File: src/rtl/core/frt_pkg.sv
// ----------------------------------------------------------------------------
// frt_pkg
// Shared types and constants of the fragment reassembly tracker: request and
// response words, status codes, register indexes and the map update group.
// ----------------------------------------------------------------------------
`timescale 1ns / 1ps

package frt_pkg;

   // configuration port geometry
   localparam int CSR_IDX_W  = 8;
   localparam int CSR_DATA_W = 25;

   // register indexes
   localparam logic [CSR_IDX_W-1:0] CSR_TIMEOUT   = 8'd0;
   localparam logic [CSR_IDX_W-1:0] CSR_MAX_BYTES = 8'd1;

   // register reset values
   localparam logic [7:0]  TIMEOUT_RESET   = 8'd10;
   localparam logic [24:0] MAX_BYTES_RESET = 25'd10485760;

   // fragment stride is 8192 bytes, so the offset is the sequence shifted by 13
   localparam int STRIDE_SHIFT = 13;
   // sequence bits that can reach the offset (largest map is 4096 entries)
   localparam int SEQ_OFF_W    = 12;

   // received map is kept as rows of this many bits
   localparam int ROW_W     = 32;
   localparam int ROW_BIT_W = 5;

   typedef enum logic [2:0] {
      ST_STORED    = 3'd0,
      ST_DUPLICATE = 3'd1,
      ST_REJECTED  = 3'd2,
      ST_TIMEOUT   = 3'd3,
      ST_NO_ACTION = 3'd4
   } status_type;

   typedef struct packed {
      logic        mode;
      logic [31:0] image_tag;
      logic [31:0] seq_num;
      logic [31:0] frag_count;
      logic [15:0] frag_bytes;
      logic        is_last_frag;
   } req_word_type;

   typedef struct packed {
      status_type  status;
      logic [23:0] write_offset;
      logic [15:0] write_length;
      logic        new_image;
      logic        previous_dropped;
      logic        image_complete;
      logic [24:0] image_size;
   } rsp_word_type;

   // map update for the item leaving the input stage
   typedef struct packed {
      logic clear;   // a new image starts: forget every row
      logic mark;    // set the bit of the current sequence number
   } map_upd_type;

endpackage

File: src/rtl/core/fragment_reassembly_tracker.sv
// A word accepted on req passes the input stage (with the map read) and then
// the response register before it is offered on rsp. Throughput: one word per
// cycle while rsp_ready takes the responses; the map row read and its update
// overlap through a forwarded copy of the last row written.
// Reset: synchronous; no image in progress, registers back to their defaults,
// the received map empty at once through per-row valid flops (no sweep).
// ----------------------------------------------------------------------------
// fragment_reassembly_tracker
// Tracks one fragmented image from fragment headers and one-second ticks and
// classifies every fragment as stored, duplicate or rejected.
// ----------------------------------------------------------------------------
`timescale 1ns / 1ps

module fragment_reassembly_tracker #(
   parameter int MAX_FRAGMENTS = 2048
) (
   input  logic                               clock,
   input  logic                               reset,
   // request channel
   input  logic                               req_valid,
   output logic                               req_ready,
   input  frt_pkg::req_word_type              req_data,
   // response channel
   output logic                               rsp_valid,
   input  logic                               rsp_ready,
   output frt_pkg::rsp_word_type              rsp_data,
   // configuration
   input  logic                               csr_we,
   input  logic [frt_pkg::CSR_IDX_W-1:0]      csr_index,
   input  logic [frt_pkg::CSR_DATA_W-1:0]     csr_wdata
);

   localparam int CNT_W = $clog2(MAX_FRAGMENTS + 1);

   // configuration registers
   logic [7:0]            timeout_ff;
   logic [24:0]           max_bytes_ff;

   // image state
   logic                  active_ff,   active_in;
   logic [31:0]           cur_id_ff,   cur_id_in;
   logic [31:0]           expect_ff,   expect_in;
   logic [CNT_W-1:0]      distinct_ff, distinct_in;
   logic [24:0]           final_ff,    final_in;
   logic [7:0]            idle_ff,     idle_in;

   // pipeline
   logic                  s1_valid_ff;
   frt_pkg::req_word_type s1_req_ff;
   logic                  rsp_valid_ff;
   frt_pkg::rsp_word_type rsp_ff, rsp_in;

   logic                  req_fire;
   logic                  s1_fire;
   logic                  out_free;
   logic                  map_seen;
   frt_pkg::map_upd_type  map_upd;

   // per-item decode
   logic                  start_new;
   logic [31:0]           exp_eff;
   logic [CNT_W-1:0]      dist_eff;
   logic [CNT_W-1:0]      dist_next;
   logic [24:0]           fin_eff;
   logic                  seq_bad;
   logic [25:0]           off_sum;
   logic [24:0]           offset;
   logic [7:0]            idle_inc;

   assign out_free  = !rsp_valid_ff || rsp_ready;
   assign s1_fire   = s1_valid_ff && out_free;
   assign req_ready = !s1_valid_ff || out_free;
   assign req_fire  = req_valid && req_ready;
   assign rsp_valid = rsp_valid_ff;
   assign rsp_data  = rsp_ff;

   // received map
   frt_map #(
      .MAX_FRAGMENTS (MAX_FRAGMENTS)
   ) u_map (
      .clock   (clock),
      .reset   (reset),
      .rd_en   (req_fire),
      .rd_seq  (req_data.seq_num),
      .cur_seq (s1_req_ff.seq_num),
      .upd     (map_upd),
      .seen    (map_seen)
   );

   // configuration writes
   always_ff @(posedge clock) begin
      if (reset) begin
         timeout_ff   <= frt_pkg::TIMEOUT_RESET;
         max_bytes_ff <= frt_pkg::MAX_BYTES_RESET;
      end else if (csr_we) begin
         case (csr_index)
            frt_pkg::CSR_TIMEOUT:   timeout_ff   <= csr_wdata[7:0];
            frt_pkg::CSR_MAX_BYTES: max_bytes_ff <= csr_wdata[24:0];
            default: ;
         endcase
      end
   end

   // classify the word in the input stage and work out the next state
   always_comb begin
      start_new = !s1_req_ff.mode && (!active_ff || (s1_req_ff.image_tag != cur_id_ff));
      exp_eff   = start_new ? s1_req_ff.frag_count : expect_ff;
      dist_eff  = start_new ? '0 : distinct_ff;
      fin_eff   = start_new ? '0 : final_ff;
      dist_next = dist_eff + CNT_W'(1);
      seq_bad   = (s1_req_ff.seq_num >= exp_eff)
               || (s1_req_ff.seq_num >= 32'(MAX_FRAGMENTS));
      offset    = {s1_req_ff.seq_num[frt_pkg::SEQ_OFF_W-1:0],
                   {frt_pkg::STRIDE_SHIFT{1'b0}}};
      off_sum   = {1'b0, offset} + {10'd0, s1_req_ff.frag_bytes};
      idle_inc  = (idle_ff == 8'hFF) ? idle_ff : idle_ff + 8'd1;

      active_in   = active_ff;
      cur_id_in   = cur_id_ff;
      expect_in   = expect_ff;
      distinct_in = distinct_ff;
      final_in    = final_ff;
      idle_in     = idle_ff;
      map_upd     = '0;

      rsp_in                  = '0;
      rsp_in.status           = frt_pkg::ST_NO_ACTION;

      if (s1_req_ff.mode) begin
         // tick
         if (active_ff) begin
            idle_in = idle_inc;
            if (idle_inc > timeout_ff) begin
               active_in     = 1'b0;
               rsp_in.status = frt_pkg::ST_TIMEOUT;
            end
         end
      end else begin
         // fragment header
         rsp_in.new_image        = start_new;
         rsp_in.previous_dropped = start_new && active_ff;
         map_upd.clear           = start_new;
         active_in               = 1'b1;
         cur_id_in               = s1_req_ff.image_tag;
         expect_in               = exp_eff;
         distinct_in             = dist_eff;
         final_in                = fin_eff;
         idle_in                 = 8'd0;

         if (seq_bad) begin
            rsp_in.status = frt_pkg::ST_REJECTED;
         end else if (!start_new && map_seen) begin
            rsp_in.status = frt_pkg::ST_DUPLICATE;
         end else if (off_sum > {1'b0, max_bytes_ff}) begin
            rsp_in.status = frt_pkg::ST_REJECTED;
         end else begin
            rsp_in.status       = frt_pkg::ST_STORED;
            rsp_in.write_offset = offset[23:0];
            rsp_in.write_length = s1_req_ff.frag_bytes;
            map_upd.mark        = 1'b1;
            distinct_in         = dist_next;
            if (s1_req_ff.is_last_frag) begin
               final_in = off_sum[24:0];
            end
            if (32'(dist_next) == exp_eff) begin
               rsp_in.image_complete = 1'b1;
               rsp_in.image_size     = final_in;
               active_in             = 1'b0;
            end
         end
      end

      // nothing moves unless the word leaves the input stage
      if (!s1_fire) begin
         map_upd = '0;
      end
   end

   // control and state registers
   always_ff @(posedge clock) begin
      if (reset) begin
         s1_valid_ff  <= 1'b0;
         rsp_valid_ff <= 1'b0;
         active_ff    <= 1'b0;
         cur_id_ff    <= '0;
         expect_ff    <= '0;
         distinct_ff  <= '0;
         final_ff     <= '0;
         idle_ff      <= '0;
      end else begin
         if (req_fire) begin
            s1_valid_ff <= 1'b1;
         end else if (s1_fire) begin
            s1_valid_ff <= 1'b0;
         end
         if (s1_fire) begin
            rsp_valid_ff <= 1'b1;
         end else if (rsp_ready) begin
            rsp_valid_ff <= 1'b0;
         end
         if (s1_fire) begin
            active_ff   <= active_in;
            cur_id_ff   <= cur_id_in;
            expect_ff   <= expect_in;
            distinct_ff <= distinct_in;
            final_ff    <= final_in;
            idle_ff     <= idle_in;
         end
      end
   end

   // payload registers
   always_ff @(posedge clock) begin
      if (req_fire) begin
         s1_req_ff <= req_data;
      end
      if (s1_fire) begin
         rsp_ff <= rsp_in;
      end
   end

endmodule

File: src/rtl/core/frt_ram.sv
// ----------------------------------------------------------------------------
// frt_ram
// Generic single write port, single read port RAM with registered read data.
// ----------------------------------------------------------------------------
`timescale 1ns / 1ps

module frt_ram #(
   parameter int WIDTH = 32,
   parameter int DEPTH = 64
) (
   input  logic                                     clock,
   input  logic                                     we,
   input  logic [(DEPTH > 1 ? $clog2(DEPTH) : 1)-1:0] waddr,
   input  logic [WIDTH-1:0]                         wdata,
   input  logic                                     re,
   input  logic [(DEPTH > 1 ? $clog2(DEPTH) : 1)-1:0] raddr,
   output logic [WIDTH-1:0]                         rdata
);

   logic [WIDTH-1:0] mem_ff [DEPTH];
   logic [WIDTH-1:0] rdata_ff;

   // write port
   always_ff @(posedge clock) begin
      if (we) begin
         mem_ff[waddr] <= wdata;
      end
   end

   // registered read, held while not enabled
   always_ff @(posedge clock) begin
      if (re) begin
         rdata_ff <= mem_ff[raddr];
      end
   end

   assign rdata = rdata_ff;

endmodule

File: src/rtl/core/frt_map.sv
// ----------------------------------------------------------------------------
// frt_map
// Received-fragment map: one bit per sequence number, stored as RAM rows
// with a valid flop per row so that a new image clears the map at once.
// The last row written is forwarded to cover read-during-write.
// ----------------------------------------------------------------------------
`timescale 1ns / 1ps

module frt_map #(
   parameter int MAX_FRAGMENTS = 2048
) (
   input  logic                clock,
   input  logic                reset,
   input  logic                rd_en,
   input  logic [31:0]         rd_seq,
   input  logic [31:0]         cur_seq,
   input  frt_pkg::map_upd_type upd,
   output logic                seen
);

   localparam int MAP_ROWS = (MAX_FRAGMENTS + frt_pkg::ROW_W - 1) / frt_pkg::ROW_W;
   localparam int ROW_AW   = (MAP_ROWS > 1) ? $clog2(MAP_ROWS) : 1;
   localparam int PIDX_W   = ROW_AW + frt_pkg::ROW_BIT_W;

   logic [MAP_ROWS-1:0]             row_valid_ff;
   logic [MAP_ROWS-1:0]             row_valid_in;
   logic                            fwd_valid_ff;
   logic [ROW_AW-1:0]               fwd_row_ff;
   logic [frt_pkg::ROW_W-1:0]       fwd_data_ff;

   logic [ROW_AW-1:0]               rd_row;
   logic [ROW_AW-1:0]               cur_row;
   logic [frt_pkg::ROW_BIT_W-1:0]   cur_bit;
   logic [frt_pkg::ROW_W-1:0]       ram_rdata;
   logic [frt_pkg::ROW_W-1:0]       row_data;
   logic [frt_pkg::ROW_W-1:0]       row_eff;
   logic [frt_pkg::ROW_W-1:0]       wr_data;

   assign rd_row  = rd_seq[PIDX_W-1:frt_pkg::ROW_BIT_W];
   assign cur_row = cur_seq[PIDX_W-1:frt_pkg::ROW_BIT_W];
   assign cur_bit = cur_seq[frt_pkg::ROW_BIT_W-1:0];

   frt_ram #(
      .WIDTH (frt_pkg::ROW_W),
      .DEPTH (MAP_ROWS)
   ) u_ram (
      .clock (clock),
      .we    (upd.mark),
      .waddr (cur_row),
      .wdata (wr_data),
      .re    (rd_en),
      .raddr (rd_row),
      .rdata (ram_rdata)
   );

   // current row: forwarded copy wins, stale rows read as empty
   always_comb begin
      row_data = (fwd_valid_ff && (fwd_row_ff == cur_row)) ? fwd_data_ff : ram_rdata;
      row_eff  = row_valid_ff[cur_row] ? row_data : '0;
      seen     = row_eff[cur_bit];
      wr_data  = (upd.clear ? '0 : row_eff) | (frt_pkg::ROW_W'(1) << cur_bit);
   end

   // row valid bits: clear on new image, set on mark
   always_comb begin
      row_valid_in = upd.clear ? '0 : row_valid_ff;
      if (upd.mark) begin
         row_valid_in[cur_row] = 1'b1;
      end
   end

   always_ff @(posedge clock) begin
      if (reset) begin
         row_valid_ff <= '0;
         fwd_valid_ff <= 1'b0;
      end else begin
         row_valid_ff <= row_valid_in;
         if (upd.mark) begin
            fwd_valid_ff <= 1'b1;
         end
      end
   end

   // forwarding payload
   always_ff @(posedge clock) begin
      if (upd.mark) begin
         fwd_row_ff  <= cur_row;
         fwd_data_ff <= wr_data;
      end
   end

endmodule

File: config.mk
export PLATFORM = sky130hd
export DESIGN_NAME = fragment_reassembly_tracker
export DESIGN_NICKNAME = d
export VERILOG_FILES = /design/src/rtl/core/frt_pkg.sv /design/src/rtl/core/fragment_reassembly_tracker.sv /design/src/rtl/core/frt_ram.sv /design/src/rtl/core/frt_map.sv
export SDC_FILE = /design/constraint.sdc
export NUM_CORES = 2
export LEC_CHECK = 0
export ABC_AREA = 0
export BUFFER_PORTS_ARGS = -buffer_cell sky130_fd_sc_hd__buf_2
export CAP_MARGIN = 20
export CORE_UTILIZATION = 56
export CTS_CLUSTER_SIZE = 12
export DETAILED_ROUTE_END_ITERATION = 8
export PLACE_DENSITY = 0.75
export SETUP_SLACK_MARGIN = 0.2
export SYNTH_ARGS = -nofsm -noshare
export SYNTH_HDL_FRONTEND = slang
export SYNTH_SLANG_ARGS = --single-unit
File: constraint.sdc
create_clock -name clock -period 7.9 [get_ports clock]
set_input_delay 0 -clock clock [delete_from_list [all_inputs] [get_ports clock]]
set_output_delay 0 -clock clock [all_outputs]
set_load 0.005 [all_outputs]
==> results <==
- In the synthesized netlist, the cells that appear most often are sky130_fd_sc_hd__edfxtp_1 (2,290), sky130_fd_sc_hd__mux4_2 (672), sky130_fd_sc_hd__dfxtp_1 (210), sky130_fd_sc_hd__nor2_1 (192), sky130_fd_sc_hd__nand2_1 (186).
- The final weighted congestion in routability-driven placement is 0.944.
- The maximum number of pins on one net before global-route repair is 156.
- The number of global-route vias before repair is 52,084.
- On the critical path, the stage with the largest delay is an instance of sky130_fd_sc_hd__inv_2.
- The worst setup path is captured at a flop.
- The region available for standard cell placement spans around 170,000 um^2.
- Across the VDD grid, the largest voltage drop is 0.216 mV.
- During placement, the flow inserted port buffers numbering 211.
- The tool flagged a number of max-cap violations equal to 0.
- Setup violations remaining at the end of the flow were counted as 0.
- The final worst-path cycle share is 0.925.
- The slew of the pin with the lowest slew margin is 1.21 ns.
- Setup total negative slack on the finished layout was measured at 0 ns.
- The number of post-CTS setup repair buffers is 0.
- The via-per-instance ratio is 6.59.
- Walking the worst path, the cells encountered are inv_1, o21ai_0, and4b_1, and4_1, or2_2, inv_2, mux2_2, ha_1, nand2b_1, a221o_1, o211ai_1, a41oi_1, a211oi_1, a31oi_1, or3_1, nor4_4, nand2_2, buf_4, nor2_4, buf_4.
- The worst pin sits at a relative slew slack of 0.196.
- Of all flip-flops after synthesis, the portion carrying an async set or reset was 0.
- The setup slack after placement is 0.870 ns.
- Sorting the synthesized cells by area gives the leading types as sky130_fd_sc_hd__edfxtp_1 (70%), sky130_fd_sc_hd__mux4_2 (15%), sky130_fd_sc_hd__dfxtp_1 (4.3%).
- The first-pass GRT wire length is 367,000 um.
- The reported leakage power is 36.7 nW.
- The wire length per cell after detailed routing is 32.4 um.
- The setup slack of the critical path after layout is 0.592 ns.
- The library cell appearing most often on the critical path is sky130_fd_sc_hd__buf_4.
- The run finished with clean final reports.
- The maximum clock insertion buffer count is 3.
- For this block, the via count after detailed routing is 52,255.
- In this run the vertical extent of the chip is 420 um.
- The number of antenna violations at the first check in global routing is 15.
- The largest single stage delay on the critical path is 0.70 ns.
- The total of warnings raised by yosys is 0.
- Of the cells placed in the final design, the portion with a size suffix greater than 1 is 0.262.
- For this block, the initial DRC count from the detailed router was roughly 7,300.
- The number of library cell types mapped by synthesis is 76.
- STA classifies the critical path startpoint as a flop.
- The final-report max-slew violation count came to 0.
- The floorplan die area is 177,000 um^2.
- In this run the clock root is driven by a sky130_fd_sc_hd__clkbuf_16.
- In this run the number of H-tree levels came out at 4.
- The clock reaches the later pin of the worst-skew pair after 0.89 ns.
- The average footprint of a synthesized cell is 20.5 um^2.
- The critical setup path kind is flop to flop.
- The dominant delay contributor by cell family on the critical path is simple AND/OR/NAND/NOR gates.
- The initial utilization of the core area, before any placement, comes to 0.564.
- The peak clock frequency supported by timing is roughly 140 MHz.
- The post-cts gate resize count is 0.
- The total of flip-flops plus latches after synthesis is approximately 2,500.
- Before antenna repair, the detailed router went through 6 iterations.
- The clock skew is 0.0561 ns.
- The number of buffers created by CTS is 239.
- The HPWL after detailed placement is 145,000 um.
- The total buffers and inverters traversed by the critical path is 4.
- The number of nets in the layout is 5,672.
- The final number of hold-violating endpoints is 0.
- The overall fraction of global-route tracks in use is 0.292.
- The remaining number of nets flagged by the antenna check after routing is 0.
- The routed wire length is 257,000 um.
- Data on the critical path arrives at its endpoint at 7.80 ns.
- The most instantiated library cell after synthesis is sky130_fd_sc_hd__edfxtp_1.
- sky130_fd_sc_hd__edfxtp_1 takes more of the synthesized area than any other cell.
- The number of buffers inserted by hold repair at cts is 305.
- The clock sink total is around 2,500.
- The layout overhead on the synthesized area is 15.8%.
- The share of synthesized area in the top cell type comes to 0.702.
- Setup repair after global routing left no endpoint under its margin.
- The total overflow left after global routing is 0.
- After detailed routing, the number of remaining DRC violations is 0.
- The required arrival time at the worst endpoint is 8.39 ns.
- The sequential share of the synthesized area is 0.745.
- The mapped cell area is 98,000 um^2.
- Row generation in the floorplan step produced 153 rows.
- The die extent in x is 420 um.
- The TritonCTS clock tree is built.
- The tightest min-delay check is of the input pin to flop type.
- Clock-pin slew was measured on the worst setup and hold paths at 0.06 ns.
- The maximum net fanout on the critical path is 32.
- The cell area power density is 237 nW/um^2.
- The minimum clock period after layout is 7.31 ns.
- The flip-flop cell with the highest count after synthesis is sky130_fd_sc_hd__edfxtp_1.
- The final worst hold slack is 0.133 ns.
- The I/O pin count is 225.
- The synthesized design contains about 2,300 enable-type register cells.
- After technology mapping, the gate count stands at 4,790.
-- final timing paths --
kind	end	start	cells past startpoint	slack, ns
worst min-delay path	idle_ff[4]	reset	3	0.13
worst min register to register	u_map.row_valid_ff[62]	u_map.row_valid_ff[62]	2	0.45
worst max register to register	u_map.u_ram.mem_ff[5][19]	s1_req_ff[91]	20	0.59
worst max-delay path	u_map.u_ram.mem_ff[5][19]	s1_req_ff[91]	20	0.59
-- kinds of logic after synthesis --
family	after synthesis	share of synthesized area
DFF	2500	0.745
muxes	837	0.172
and+or+nand+nor	625	0.0306
AOI/OAI and AO/OA	358	0.0233
buffers and inverters	323	0.0136
xor gates and xnor gates	75	0.00670
adders and majority gates	71	0.00912
other	1	0.0000383
-- worst reg2reg max path, cell delays in order (launching register included) --
cell,delay [ns]
sky130_fd_sc_hd__edfxtp_1,0.36
sky130_fd_sc_hd__inv_1,0.06
sky130_fd_sc_hd__o21ai_0,0.28
sky130_fd_sc_hd__and4b_1,0.26
sky130_fd_sc_hd__and4_1,0.28
sky130_fd_sc_hd__or2_2,0.39
sky130_fd_sc_hd__inv_2,0.70
sky130_fd_sc_hd__mux2_2,0.44
sky130_fd_sc_hd__ha_1,0.26
sky130_fd_sc_hd__nand2b_1,0.16
sky130_fd_sc_hd__a221o_1,0.35
sky130_fd_sc_hd__o211ai_1,0.11
sky130_fd_sc_hd__a41oi_1,0.09
sky130_fd_sc_hd__a211oi_1,0.35
sky130_fd_sc_hd__a31oi_1,0.34
sky130_fd_sc_hd__or3_1,0.48
sky130_fd_sc_hd__nor4_4,0.64
sky130_fd_sc_hd__nand2_2,0.49
sky130_fd_sc_hd__buf_4,0.34
sky130_fd_sc_hd__nor2_4,0.08
sky130_fd_sc_hd__buf_4,0.44
-- state kept, by name (all words and copies together) (netlist names), 6 cells and up --
name,flops
offset,12
rsp_data,58
final_ff,25
expect_ff,32
distinct_ff,12
timeout_ff,8
u_map.fwd_data_ff,32
u_map.u_ram.mem_ff,2048
max_bytes_ff,25
idle_ff,8
u_map.u_ram.rdata,32
cur_id_ff,32
s1_req_ff,102
u_map.row_valid_ff,64
u_map.fwd_row_ff,6
-- final cells by class --
cell class	count	area, um^2
clock buffers	348	6610
repair buffers	680	5660
diodes	10	25.0
well taps	2325	2910
multi-input cells	1979	24600
clock inverters	42	484
flip-flops and latches	2500	73000
inverters	50	188
fillers	10803	60300
-- metrics by stage --
stage,total power [mW],utilization,cell area (um^2),instances
2_1_floorplan,15.8,-,98000,4802
3_3_place_gp,16.4,0.594,103000,7224
3_5_place_dp,16.4,0.594,103000,7225
4_1_cts,27.0,0.652,113000,7920
5_1_grt,27.6,0.653,113000,7927
6_report,26.9,0.653,113000,7934
-- placed cells by master (no fill, tap or decap), types with 11 or more instances in the layout --
cell	instances
sky130_fd_sc_hd__mux2_2	16
sky130_fd_sc_hd__nor3_1	24
sky130_fd_sc_hd__clkbuf_8	16
sky130_fd_sc_hd__nand4_1	31
sky130_fd_sc_hd__nor2b_1	14
sky130_fd_sc_hd__clkbuf_16	242
sky130_fd_sc_hd__clkinv_1	20
sky130_fd_sc_hd__a21o_1	17
sky130_fd_sc_hd__mux2i_1	147
sky130_fd_sc_hd__o21ai_1	19
sky130_fd_sc_hd__buf_4	144
sky130_fd_sc_hd__a22o_1	23
sky130_fd_sc_hd__ha_1	69
sky130_fd_sc_hd__a211oi_1	35
sky130_fd_sc_hd__inv_1	41
sky130_fd_sc_hd__conb_1	13
sky130_fd_sc_hd__dfxtp_1	210
sky130_fd_sc_hd__a22oi_1	11
sky130_fd_sc_hd__xnor2_1	62
sky130_fd_sc_hd__xor2_1	13
sky130_fd_sc_hd__and3_1	29
sky130_fd_sc_hd__nor2_1	132
sky130_fd_sc_hd__nor4_1	14
sky130_fd_sc_hd__o21ai_0	63
sky130_fd_sc_hd__or3_1	11
sky130_fd_sc_hd__nand2_1	185
sky130_fd_sc_hd__nor3b_1	24
sky130_fd_sc_hd__buf_2	205
sky130_fd_sc_hd__nand3_1	40
sky130_fd_sc_hd__clkbuf_1	90
sky130_fd_sc_hd__buf_12	21
sky130_fd_sc_hd__dlygate4sd3_1	305
sky130_fd_sc_hd__mux4_2	672
sky130_fd_sc_hd__o22ai_4	29
sky130_fd_sc_hd__nor2_4	59
sky130_fd_sc_hd__nand2b_1	13
sky130_fd_sc_hd__edfxtp_1	2290
sky130_fd_sc_hd__a21oi_1	93
-- where the power goes --
part / internal [mW] / leakage (nW) / switching, mW
sequential: 14.5 / 22.8 / 0.0707
clock: 5.82 / 3.42 / 4.79
combinational: 0.659 / 10.5 / 1.05
total: 21.0 / 36.7 / 5.91
-- routing by layer --
| metal | GRT usage | vias up | routed length [um] |
|---|---|---|---|
| met4 | 0.124 | 10 | 11600 |
| met2 | 0.465 | 3467 | 124000 |
| met3 | 0.0671 | 512 | 27900 |
| met1 | 0.392 | 27220 | 93500 |
| li1 | - | 21046 | - |
| met5 | 0 | - | 69 |
(Power assumes the default switching activity.)
